==> src/design/ffed_pkg.sv <==
// Package for the free-fall event detector.
// Holds field widths, reset values, register and event codes and shared types.
// No dependencies; every other file of the block imports it.
package ffed_pkg;

	// Fixed widths of the channel fields
	localparam int ACCEL_FIELD_W = 16;
	localparam int DURATION_W    = 32;
	localparam int THRESHOLD_W   = 16;
	localparam int PERIOD_W      = 10;
	localparam int REPORT_W      = 8;
	localparam int THR2_W        = 2 * THRESHOLD_W;
	localparam int CFG_INDEX_W   = 2;
	localparam int CFG_DATA_W    = 16;

	// Default significant bits of each acceleration sample
	localparam int ACCEL_BITS_DEF = 16;

	// Register reset values
	localparam logic [THRESHOLD_W-1:0] THRESHOLD_RST = 16'd8000;
	localparam logic [PERIOD_W-1:0]    PERIOD_RST    = 10'd100;
	localparam logic [REPORT_W-1:0]    REPORT_RST    = 8'd5;
	localparam logic [THR2_W-1:0]      THR2_RST      =
		THR2_W'(THRESHOLD_RST) * THR2_W'(THRESHOLD_RST);

	// Configuration register indexes
	typedef enum logic [CFG_INDEX_W-1:0] {
		REG_THRESHOLD = 2'd0,
		REG_PERIOD    = 2'd1,
		REG_REPORT    = 2'd2
	} cfg_reg_t;

	// Event codes carried by each result
	typedef enum logic [1:0] {
		EV_NONE    = 2'd0,
		EV_STARTED = 2'd1,
		EV_STILL   = 2'd2,
		EV_ENDED   = 2'd3
	} fall_event_t;

	// Live configuration seen by the datapath
	typedef struct packed {
		logic [THR2_W-1:0]   thr2;
		logic [PERIOD_W-1:0] sample_period;
		logic [REPORT_W-1:0] still_report;
	} cfg_t;

	// Compare result handed from the magnitude pipe to the event stage
	typedef struct packed {
		logic valid;
		logic below;
	} mag_flow_t;

endpackage

==> src/design/ffed_if.sv <==
// Channel interfaces of the free-fall event detector: samples, results, config.
// Each carries valid, ready and its payload; depends on ffed_pkg.

interface ffed_sample_if;
	import ffed_pkg::*;

	logic                            valid;
	logic                            ready;
	logic signed [ACCEL_FIELD_W-1:0] accel_x;
	logic signed [ACCEL_FIELD_W-1:0] accel_y;
	logic signed [ACCEL_FIELD_W-1:0] accel_z;

	modport source (output valid, output accel_x, output accel_y, output accel_z,
		input ready);
	modport sink (input valid, input accel_x, input accel_y, input accel_z,
		output ready);
endinterface

interface ffed_result_if;
	import ffed_pkg::*;

	logic                  valid;
	logic                  ready;
	fall_event_t           fall_event;
	logic [DURATION_W-1:0] fall_duration_ms;
	logic                  is_falling;

	modport source (output valid, output fall_event, output fall_duration_ms,
		output is_falling, input ready);
	modport sink (input valid, input fall_event, input fall_duration_ms,
		input is_falling, output ready);
endinterface

interface ffed_cfg_if;
	import ffed_pkg::*;

	logic                   valid;
	logic                   ready;
	logic [CFG_INDEX_W-1:0] index;
	logic [CFG_DATA_W-1:0]  data;

	modport source (output valid, output index, output data, input ready);
	modport sink (input valid, input index, input data, output ready);
endinterface

==> src/design/ffed_cfg_regs.sv <==
// Configuration registers of the free-fall event detector.
// Takes writes from the config channel and keeps the squared threshold; uses ffed_pkg.
module ffed_cfg_regs (
	input  logic               clk,
	input  logic               arst_n,
	ffed_cfg_if.sink           cfg,
	output ffed_pkg::cfg_t     cfg_out
);
	import ffed_pkg::*;

	logic [THRESHOLD_W-1:0] threshold_q;
	logic [PERIOD_W-1:0]    period_q;
	logic [REPORT_W-1:0]    report_q;
	logic [THR2_W-1:0]      thr2_q;
	logic                   wr_en;

	// Writes are always taken
	assign cfg.ready = 1'b1;
	assign wr_en     = cfg.valid;

	// Update the addressed register; unknown indexes drop
	always_ff @(posedge clk or negedge arst_n) begin
		if (!arst_n) begin
			threshold_q <= THRESHOLD_RST;
			period_q    <= PERIOD_RST;
			report_q    <= REPORT_RST;
		end else if (wr_en) begin
			case (cfg.index)
				REG_THRESHOLD: threshold_q <= cfg.data[THRESHOLD_W-1:0];
				REG_PERIOD:    period_q    <= cfg.data[PERIOD_W-1:0];
				REG_REPORT:    report_q    <= cfg.data[REPORT_W-1:0];
				default: ;
			endcase
		end
	end

	// Square the threshold, registered in the cycle after it changes
	always_ff @(posedge clk or negedge arst_n) begin
		if (!arst_n) begin
			thr2_q <= THR2_RST;
		end else begin
			thr2_q <= THR2_W'(threshold_q) * THR2_W'(threshold_q);
		end
	end

	assign cfg_out.thr2          = thr2_q;
	assign cfg_out.sample_period = period_q;
	assign cfg_out.still_report  = report_q;

endmodule

==> src/design/ffed_mag_pipe.sv <==
// Magnitude pipeline: input register, per-axis squares, sum and threshold compare.
// Three stages with per-stage valid and back-pressure; uses ffed_pkg and ffed_sample_if.
module ffed_mag_pipe #(
	parameter int ACCEL_BITS = ffed_pkg::ACCEL_BITS_DEF
) (
	input  logic                      clk,
	input  logic                      arst_n,
	ffed_sample_if.sink               sample,
	input  logic [ffed_pkg::THR2_W-1:0] thr2,
	output ffed_pkg::mag_flow_t       flow,
	input  logic                      flow_ready
);
	import ffed_pkg::*;

	localparam int SQ_W  = 2 * ACCEL_BITS - 1;
	localparam int MAG_W = SQ_W + 2;
	localparam int CMP_W = (MAG_W > THR2_W) ? MAG_W : THR2_W;

	logic                         v_s1, v_s2, v_s3;
	logic                         adv_s1, adv_s2, adv_s3;
	logic signed [ACCEL_BITS-1:0] ax_s1, ay_s1, az_s1;
	logic signed [2*ACCEL_BITS-1:0] prod_x, prod_y, prod_z;
	logic [SQ_W-1:0]              sqx_s2, sqy_s2, sqz_s2;
	logic [MAG_W-1:0]             mag2;
	logic [CMP_W-1:0]             mag_ext, thr_ext;
	logic                         below_s3;

	// A stage moves on when it is empty or its successor moves
	assign adv_s3       = !v_s3 || flow_ready;
	assign adv_s2       = !v_s2 || adv_s3;
	assign adv_s1       = !v_s1 || adv_s2;
	assign sample.ready = adv_s1;

	// Stage 1: capture the sample, keeping the significant bits
	always_ff @(posedge clk or negedge arst_n) begin
		if (!arst_n) begin
			v_s1 <= 1'b0;
		end else if (adv_s1) begin
			v_s1 <= sample.valid;
		end
	end

	always_ff @(posedge clk) begin
		if (adv_s1 && sample.valid) begin
			ax_s1 <= sample.accel_x[ACCEL_BITS-1:0];
			ay_s1 <= sample.accel_y[ACCEL_BITS-1:0];
			az_s1 <= sample.accel_z[ACCEL_BITS-1:0];
		end
	end

	// Stage 2: square each axis; a square never exceeds 2^(2*ACCEL_BITS-2)
	assign prod_x = (2*ACCEL_BITS)'(ax_s1) * (2*ACCEL_BITS)'(ax_s1);
	assign prod_y = (2*ACCEL_BITS)'(ay_s1) * (2*ACCEL_BITS)'(ay_s1);
	assign prod_z = (2*ACCEL_BITS)'(az_s1) * (2*ACCEL_BITS)'(az_s1);

	always_ff @(posedge clk or negedge arst_n) begin
		if (!arst_n) begin
			v_s2 <= 1'b0;
		end else if (adv_s2) begin
			v_s2 <= v_s1;
		end
	end

	always_ff @(posedge clk) begin
		if (adv_s2 && v_s1) begin
			sqx_s2 <= prod_x[SQ_W-1:0];
			sqy_s2 <= prod_y[SQ_W-1:0];
			sqz_s2 <= prod_z[SQ_W-1:0];
		end
	end

	// Stage 3: sum the squares and compare with the squared threshold
	assign mag2    = {2'b00, sqx_s2} + {2'b00, sqy_s2} + {2'b00, sqz_s2};
	assign mag_ext = CMP_W'(mag2);
	assign thr_ext = CMP_W'(thr2);

	always_ff @(posedge clk or negedge arst_n) begin
		if (!arst_n) begin
			v_s3 <= 1'b0;
		end else if (adv_s3) begin
			v_s3 <= v_s2;
		end
	end

	always_ff @(posedge clk) begin
		if (adv_s3 && v_s2) begin
			below_s3 <= (mag_ext < thr_ext);
		end
	end

	assign flow.valid = v_s3;
	assign flow.below = below_s3;

endmodule

==> src/design/ffed_event_stage.sv <==
// Fall tracking state and result register of the free-fall event detector.
// Updates flag, duration and report phase per sample; uses ffed_pkg and ffed_result_if.
module ffed_event_stage (
	input  logic                clk,
	input  logic                arst_n,
	input  ffed_pkg::mag_flow_t flow,
	output logic                flow_ready,
	input  ffed_pkg::cfg_t      cfg,
	ffed_result_if.source       result
);
	import ffed_pkg::*;

	logic                  falling_q;
	logic [DURATION_W-1:0] duration_q;
	logic [REPORT_W-1:0]   phase_q;
	logic                  out_valid_q;
	fall_event_t           event_q;
	logic [DURATION_W-1:0] shown_q;
	logic                  is_falling_q;

	logic                  take;
	logic [DURATION_W:0]   dur_sum;
	logic [DURATION_W-1:0] dur_sat;
	logic [REPORT_W-1:0]   interval;
	logic [REPORT_W-1:0]   phase_inc;
	logic                  falling_d;
	logic [DURATION_W-1:0] duration_d;
	logic [REPORT_W-1:0]   phase_d;
	fall_event_t           event_d;
	logic [DURATION_W-1:0] shown_d;

	// The result register frees up when empty or taken downstream
	assign flow_ready = !out_valid_q || result.ready;
	assign take       = flow.valid && flow_ready;

	// Saturating duration step and report interval (zero means every sample)
	assign dur_sum   = {1'b0, duration_q} + (DURATION_W + 1)'(cfg.sample_period);
	assign dur_sat   = dur_sum[DURATION_W] ? {DURATION_W{1'b1}} : dur_sum[DURATION_W-1:0];
	assign interval  = (cfg.still_report == '0) ? REPORT_W'(1) : cfg.still_report;
	assign phase_inc = phase_q + REPORT_W'(1);

	// Next state and event for the sample in hand
	always_comb begin
		falling_d  = falling_q;
		duration_d = duration_q;
		phase_d    = phase_q;
		event_d    = EV_NONE;
		if (flow.below) begin
			if (falling_q) begin
				duration_d = dur_sat;
				if (phase_inc == interval) begin
					event_d = EV_STILL;
					phase_d = '0;
				end else begin
					phase_d = phase_inc;
				end
			end else begin
				falling_d = 1'b1;
				phase_d   = '0;
				event_d   = EV_STARTED;
			end
			shown_d = duration_d;
		end else if (falling_q) begin
			event_d    = EV_ENDED;
			shown_d    = duration_q;
			falling_d  = 1'b0;
			duration_d = '0;
			phase_d    = '0;
		end else begin
			shown_d = duration_q;
		end
	end

	// Advance tracking state on each transfer into the result register
	always_ff @(posedge clk or negedge arst_n) begin
		if (!arst_n) begin
			falling_q  <= 1'b0;
			duration_q <= '0;
			phase_q    <= '0;
		end else if (take) begin
			falling_q  <= falling_d;
			duration_q <= duration_d;
			phase_q    <= phase_d;
		end
	end

	// Hold the result until the downstream transfer
	always_ff @(posedge clk or negedge arst_n) begin
		if (!arst_n) begin
			out_valid_q <= 1'b0;
		end else if (flow_ready) begin
			out_valid_q <= flow.valid;
		end
	end

	always_ff @(posedge clk) begin
		if (take) begin
			event_q      <= event_d;
			shown_q      <= shown_d;
			is_falling_q <= falling_d;
		end
	end

	assign result.valid            = out_valid_q;
	assign result.fall_event       = event_q;
	assign result.fall_duration_ms = shown_q;
	assign result.is_falling       = is_falling_q;

endmodule

==> src/design/free_fall_event_detector_unit.sv <==
// Free-fall event detector, top level.
// Each sample passes the sample, squares, compare and result registers in turn.
// Throughput: one sample per cycle; the four-register chain (sample, squares,
// compare, result) stalls only when the result side holds off.
// Reset (arst_n low) clears the pipeline, the fall state and the registers to
// their defaults; after a threshold write, the squared threshold is registered from it.
module free_fall_event_detector_unit #(
	parameter int ACCEL_BITS = ffed_pkg::ACCEL_BITS_DEF
) (
	input  logic          clk,
	input  logic          arst_n,
	ffed_sample_if.sink   sample,
	ffed_result_if.source result,
	ffed_cfg_if.sink      cfg
);
	import ffed_pkg::*;

	cfg_t      cfg_live;
	mag_flow_t flow;
	logic      flow_ready;

	// Configuration registers
	ffed_cfg_regs u_cfg_regs (
		.clk     (clk),
		.arst_n  (arst_n),
		.cfg     (cfg),
		.cfg_out (cfg_live)
	);

	// Squared magnitude and threshold compare
	ffed_mag_pipe #(
		.ACCEL_BITS (ACCEL_BITS)
	) u_mag_pipe (
		.clk        (clk),
		.arst_n     (arst_n),
		.sample     (sample),
		.thr2       (cfg_live.thr2),
		.flow       (flow),
		.flow_ready (flow_ready)
	);

	// Fall tracking and result register
	ffed_event_stage u_event_stage (
		.clk        (clk),
		.arst_n     (arst_n),
		.flow       (flow),
		.flow_ready (flow_ready),
		.cfg        (cfg_live),
		.result     (result)
	);

endmodule

==> src/flat_wrapper.sv <==
// flat-port wrapper written by rule: the top's interface ports become plain ports
module free_fall_event_detector_unit_flat import ffed_pkg::*;
#(
	parameter int ACCEL_BITS = ffed_pkg::ACCEL_BITS_DEF
)
  (clk, arst_n, sample_valid, sample_accel_x, sample_accel_y, sample_accel_z, sample_ready, result_valid, result_fall_event, result_fall_duration_ms, result_is_falling, result_ready, cfg_valid, cfg_index, cfg_data, cfg_ready);
  ffed_sample_if sample_i ();
  ffed_result_if result_i ();
  ffed_cfg_if cfg_i ();
  input  logic clk;
  input  logic arst_n;
  input wire logic [$bits(sample_i.valid)-1:0] sample_valid;
  input wire logic [$bits(sample_i.accel_x)-1:0] sample_accel_x;
  input wire logic [$bits(sample_i.accel_y)-1:0] sample_accel_y;
  input wire logic [$bits(sample_i.accel_z)-1:0] sample_accel_z;
  output wire logic [$bits(sample_i.ready)-1:0] sample_ready;
  output wire logic [$bits(result_i.valid)-1:0] result_valid;
  output wire logic [$bits(result_i.fall_event)-1:0] result_fall_event;
  output wire logic [$bits(result_i.fall_duration_ms)-1:0] result_fall_duration_ms;
  output wire logic [$bits(result_i.is_falling)-1:0] result_is_falling;
  input wire logic [$bits(result_i.ready)-1:0] result_ready;
  input wire logic [$bits(cfg_i.valid)-1:0] cfg_valid;
  input wire logic [$bits(cfg_i.index)-1:0] cfg_index;
  input wire logic [$bits(cfg_i.data)-1:0] cfg_data;
  output wire logic [$bits(cfg_i.ready)-1:0] cfg_ready;
  assign sample_i.valid = sample_valid;
  assign sample_i.accel_x = sample_accel_x;
  assign sample_i.accel_y = sample_accel_y;
  assign sample_i.accel_z = sample_accel_z;
  assign sample_ready = sample_i.ready;
  assign result_valid = result_i.valid;
  assign result_fall_event = result_i.fall_event;
  assign result_fall_duration_ms = result_i.fall_duration_ms;
  assign result_is_falling = result_i.is_falling;
  assign result_i.ready = result_ready;
  assign cfg_i.valid = cfg_valid;
  assign cfg_i.index = cfg_index;
  assign cfg_i.data = cfg_data;
  assign cfg_ready = cfg_i.ready;
  free_fall_event_detector_unit #(.ACCEL_BITS(ACCEL_BITS)) u_core (.clk(clk), .arst_n(arst_n), .sample(sample_i), .result(result_i), .cfg(cfg_i));
endmodule
==> config.mk <==
export PLATFORM = sky130hd
export DESIGN_NAME = free_fall_event_detector_unit_flat
export DESIGN_NICKNAME = d
export VERILOG_FILES = /design/src/design/ffed_pkg.sv /design/src/design/ffed_if.sv /design/src/design/ffed_cfg_regs.sv /design/src/design/ffed_mag_pipe.sv /design/src/design/ffed_event_stage.sv /design/src/design/free_fall_event_detector_unit.sv /design/src/flat_wrapper.sv
export SDC_FILE = /design/constraint.sdc
export NUM_CORES = 2
export LEC_CHECK = 0
export BUFFER_PORTS_ARGS = -buffer_cell sky130_fd_sc_hd__buf_2
export CAP_MARGIN = 20
export CORE_MARGIN = 10
export CORE_UTILIZATION = 50
export CTS_CLUSTER_DIAMETER = 60
export DETAILED_ROUTE_END_ITERATION = 8
export GPL_TIMING_DRIVEN = 0
export PLACE_DENSITY = 0.7
export SLEW_MARGIN = 0
export SYNTH_ARGS = -nofsm -noshare
export SYNTH_HDL_FRONTEND = slang
export SYNTH_HIERARCHICAL = 1
export SYNTH_SLANG_ARGS = --single-unit
==> constraint.sdc <==
create_clock -name clk -period 6.99 [get_ports clk]
set_input_delay 1.398 -clock clk [delete_from_list [all_inputs] [get_ports clk]]
set_output_delay 1.398 -clock clk [all_outputs]
set_load 0.03 [all_outputs]
* After elaboration in Yosys (flattened, before gate mapping) *
Cells that the tools add are included.

word-level totals
  bits in writable memories = 0
  output and inout port bits = 38
  bits in registers = 288
  input bits = 71
  word-level logic and storage cells = 67
  memories = 0
  latch bits = 0
  memory bits (read-only) = 0

cells by class
  mux-type cells = 15
  $lt $le $gt $ge = 1
  shifts and indexed selects = 0
  reductions and logical operators = 19
  divide/modulo/power cells = 0
  eq/ne operators = 3
  add/sub/neg operators = 4
  multiply operators = 4
  bitwise gates (word level) = 0

operators by type and width
  operator                                        count
  2-to-1 mux 32 bit                               5
  multiplier 16 x 16 -> 31 bit                    3
  2-to-1 mux 8 bit                                5
  adder 32 x 10 -> 33 bit                         1
  adder 32 x 31 -> 33 bit                         1
  < comparator 33 x 32 -> 1 bit                   1
  adder 31 x 31 -> 32 bit                         1
  multiplier 16 x 16 -> 32 bit                    1
  adder 8 x 1 -> 8 bit (second input constant)    1
  == test 8 bit                                   1
  logical NOT 8 bit                               1
  2-to-1 mux 2 bit                                4
  AND reduction 2 bit                             4
  logical AND 1 bit                               4
  logical NOT 1 bit                               4
  logical OR 1 bit                                4
  == test 2 x 1 -> 1 bit (second input constant)  1
  == test 2 bit (second input constant)           1
  logical NOT 2 bit                               1
  nonzero test 2 bit                              1
  2-to-1 mux 1 bit                                1

* Longest topological paths before layout *
  depth after elaboration = 6
  gate-level depth with buffers = 25
  gate-level depth less buffers = 23

* By module *
Netlist, hierarchy kept.

by module, submodules not included
  module            area each (um2)  times used  cells an instance
  ffed_mag_pipe     33488.4          1           3437
  ffed_cfg_regs     9703.1           1           994
  ffed_event_stage  4702.0           1           464

* Least setup slack after synthesis *
OpenSTA, ideal clock, no wires.

  kind = register -> register
  from = reg u_core.u_mag_pipe.ax_s1[15]
  to = reg u_core.u_mag_pipe.sqx_s2[30] (data pin)
  clock period less this slack = 6.409 ns
  cell stages (with the launch flop) = 24
  path buffers = 2
  setup slack = 0.581 ns
  data arrival time = 6.149 ns
  path through = edfxtp_1 clkbuf_1 inv_1 clkbuf_1 nor2_1 fa_1 fa_1 inv_1 fa_1 inv_1 fa_1 fa_1 inv_1 fa_1 inv_1 ha_1 a21o_1 a211oi_1 o21ai_0 a2111oi_2 nor3_1 or3_1 a21oi_2 xnor2_1

on the way
  word-level cells in the longest chain between the ends = 1

ends and longest elaborated chain
  element                           line                 source
  start, declared                   ffed_mag_pipe.sv:21  logic signed [ACCEL_BITS-1:0] ax_s1, ay_s1, az_s1;
  start signal, assigned            ffed_mag_pipe.sv:45  ax_s1 <= sample.accel_x[ACCEL_BITS-1:0];
  multiplier 16 x 16 -> 31 bit      ffed_mag_pipe.sv:52  assign prod_x = (2*ACCEL_BITS)'(ax_s1) * (2*ACCEL_BITS)'(ax_s1);
  via u_core.u_mag_pipe.prod_x[30]  ffed_mag_pipe.sv:22  logic signed [2*ACCEL_BITS-1:0] prod_x, prod_y, prod_z;
  end signal, assigned              ffed_mag_pipe.sv:66  sqx_s2 <= prod_x[SQ_W-1:0];
  end, declared                     ffed_mag_pipe.sv:23  logic [SQ_W-1:0] sqx_s2, sqy_s2, sqz_s2;

The timed path passes the listed nets, and every way through them passes these cells.
A chain may end at the register's enable or synchronous reset.

* Worst setup path after layout *
  from = reg u_core.u_mag_pipe.ax_s1[5]
  to = reg u_core.u_mag_pipe.sqx_s2[30] (data pin)

Same word-level chain as after synthesis.

==> run metrics <==
status complete, no violations; synth unique cells 107; post-DR vias/cell 5.26; Finished Layout Cells 6,390; clk_skew 23.1 ps; Worst Setup End Kind flip-flop; clk sinks 284; Die Footprint 109,000 um2; slew margin rel. 38.0%; sequential area share after synthesis 16.7%; Post-synth ARST share 38.7%; Core Region 95,000 um2; vias in the first global route 35,700; largest net degree at the start of global routing 80; Syn Area/Cell 9.78 um2; Final GP Congestion 0.922; H-tree levels 2; commonest non-fill, non-tap cell in the layout inv_1; CP startpoint u_core/u_mag_pipe/ax_s1[5]; total CTS buffers 46; fmax 0.148 GHz; Hold Vio Cnt, Final 0; Max-Cap Viols 0; R2R depth 18; area delta synth->final 8.91%; Top Ports 109; final wirelength 110,000 um; Post-CTS Hold Fix Bufs 0; Die H 329 um; most frequent cells in the layout inv_1 (1,264), fa_1 (880), ha_1 (435), nand2_1 (401), nor2_1 (205); DRT Pass-1 Iters 5; Post-synth EDFFs 174; Routed WL per cell 17.2 um; Initial Util 50.4%; slack of the critical path 230 ps; Hold Path Cell Cnt 1; final instance area 52,200 um2; required time of the worst setup path 7360 ps; actual slew at the worst max-slew pin 926 ps; Die Span X 329 um; Primary FF master, synth edfxtp_1; flop-to-flop setup slack 230 ps; Yosys warning total 6; Mapped Cells 4,895; cells along the critical path clkbuf_2, nand2_1, fa_1, inv_1, fa_2, fa_1, fa_1, fa_1, fa_1, ha_1, a21o_1, a21o_1, a21o_1, a2111oi_4, nor3_1, or3_1, a21oi_2, xnor2_1; grt ovf 0; reg2reg end u_core/u_mag_pipe/sqx_s2[30]; Most Frequent Cell on Critical Path fa_1; FF+latch count, synth 284; drt initial violations 1,974; CP startpoint kind flip-flop; Total Nets Final 6,477; HP Class flip-flop to flip-flop; worst r2r src u_core/u_mag_pipe/ax_s1[5]; Critical Path AT 7130 ps; Final Cycle Share 96.7%; HPWL Detailed 90,700 um; Final ANT Viol Nets 0; Worst-path clk slew 60 ps; Worst Path Max Fanout 10; Critical Path Max Stage Delay 710 ps; root buffer cell clkbuf_16; Synth Cell Area 47,900 um2; first-pass GRT wire length 183,000 um; Placement Setup Slack -549 ps; Slew Limit Fails 0; Tmin final 6760 ps; drc violations 0; slowest CP cell fa_2; Core Rows 113; initial antenna violation count 3; CP Class flip-flop to flip-flop; Clock Latency Late Sink 630 ps; CTS tree built; Final Core Density 54.9%; routed via count 33,600; layout cells sized above 1 9.48%; clk buf depth 3; capture point of the critical path u_core/u_mag_pipe/sqx_s2[30]; Setup Viol. Count Final 0; Buffers on Ports 107; dpl cells 6,271; Total Routing Usage GR 20.9%; Post-DP Area 50,100 um2
## synthesized netlist by cell type, types with 17 or more instances
cell      number  area (um2)
dfstp_2       18         473
nand4_1       25         156
nand2_1      401        1510
a21o_1        52         390
o21ai_0       79         395
a21oi_1      150         751
clkbuf_1     108         405
a31oi_1       31         194
or2_2         17         106
nor2b_1       25         156
a211oi_1      27         203
dfrtp_1       92        2300
fa_1         884       17700
o211ai_1      27         203
o21ai_1       22         110
xor2_1        47         412
mux2_2        41         462
nand2b_1      27         169
nor2_1       207         777
nor3_1        45         225
and2_1       156         976
and3_1        27         169
inv_1       1271        4770
ha_1         435        5440
edfxtp_1     174        5230
o21a_1        30         225
xnor2_1      153        1340
nand3_1       50         250
## area by class of cell
cell class / count / area, um2
Sequential cell: 284 / 8000
Inverter: 1275 / 4800
Tap cell: 1265 / 1580
Fill cell: 8491 / 42800
Timing Repair Buffer: 161 / 1010
Multi-Input combinational cell: 3202 / 34600
Clock inverter: 31 / 329
Antenna cell: 1 / 2.50
Buffer: 117 / 583
Clock buffer: 54 / 1230
## cell families (layout without fill, tap and decap cells)
logic type | count (synthesis) | after routing | synth area share [%]
buffers and inverters | 1410 | 1638 | 11.2
adders and majority gates | 1319 | 1319 | 48.3
and+or+nand+nor | 1045 | 1045 | 10.5
AOI/OAI and AO/OA | 589 | 589 | 8.58
DFF | 284 | 284 | 16.7
xor gates and xnor gates | 200 | 200 | 3.66
muxes | 44 | 44 | 1.03
other | 4 | 6 | 0.0313
## metrics by stage
| step | hold slack, ps | setup TNS (ps) |
|---|---|---|
| 2_1_floorplan | 397 | 0 |
| 3_3_place_gp | 460 | -3240 |
| 3_5_place_dp | 479 | -3760 |
| 4_1_cts | 494 | 0 |
| 5_1_grt | 540 | -4.64 |
| 6_report | 488 | 0 |
## worst min path at each step
stage / from / endpoint / slack, ps
2_1_floorplan: u_core/u_cfg_regs/threshold_q[0] / u_core/u_cfg_regs/thr2_q[0] / 400
3_3_place_gp: u_core/u_mag_pipe/v_s1 / u_core/u_mag_pipe/v_s2 / 460
3_5_place_dp: u_core/u_mag_pipe/v_s1 / u_core/u_mag_pipe/v_s2 / 480
4_1_cts: u_core/u_mag_pipe/v_s1 / u_core/u_mag_pipe/v_s2 / 490
5_1_grt: u_core/u_mag_pipe/v_s1 / u_core/u_mag_pipe/v_s2 / 540
6_report: u_core/u_mag_pipe/v_s1 / u_core/u_mag_pipe/v_s2 / 490
## per-layer routing
metal  vias to the layer above  global-route usage [%]  part of all wire, %  routed length [um]
li1                      15600                       -                    -                   -
met1                     17000                    27.2                   42               46200
met2                       885                    35.5                   49               54300
met3                       167                    3.76                  5.8                6430
met4                         2                    5.85                  2.8                3140
met5                         -                       0                0.011                  12
## what timing repair did
item | in CTS | in global routing
buffers inserted | 9 | 42
hold endpoints to repair | 0 | 0
endpoints found under the setup margin | 20 | 29
pin swaps | 0 | 4
gates resized for setup | 26 | 88
## worst max-delay path: cells and delay by family (launching register included)
family                     cells  cell delay [ps]
adders and majority gates      7             3570
and+or+nand+nor                3              720
AOI/OAI and AO/OA              5             1120
xor gates and xnor gates       1               90
DFF                            1              550
buffers and inverters          2              450
## sequential cells by signal, summed over array words and instances (netlist names)
register	flops
u_core/u_cfg_regs/period_q	10
u_core/u_cfg_regs/report_q	8
u_core/u_cfg_regs/thr2_q	31
u_core/u_cfg_regs/threshold_q	16
u_core/u_event_stage/duration_q	32
u_core/u_event_stage/falling_q	1
u_core/u_event_stage/phase_q	8
u_core/u_event_stage/result.fall_duration_ms	32
u_core/u_event_stage/result.fall_event	2
u_core/u_event_stage/result.is_falling	1
u_core/u_event_stage/result.valid	1
u_core/u_mag_pipe/ax_s1	16
u_core/u_mag_pipe/ay_s1	16
u_core/u_mag_pipe/az_s1	16
u_core/u_mag_pipe/below_s3	1
u_core/u_mag_pipe/sqx_s2	30
u_core/u_mag_pipe/sqy_s2	30
u_core/u_mag_pipe/sqz_s2	30
u_core/u_mag_pipe/v_s1	1
u_core/u_mag_pipe/v_s2	1
u_core/u_mag_pipe/v_s3	1
Power is not shown: default switching activity piles up to over one toggle a cycle in this logic, so the estimate is an artifact.
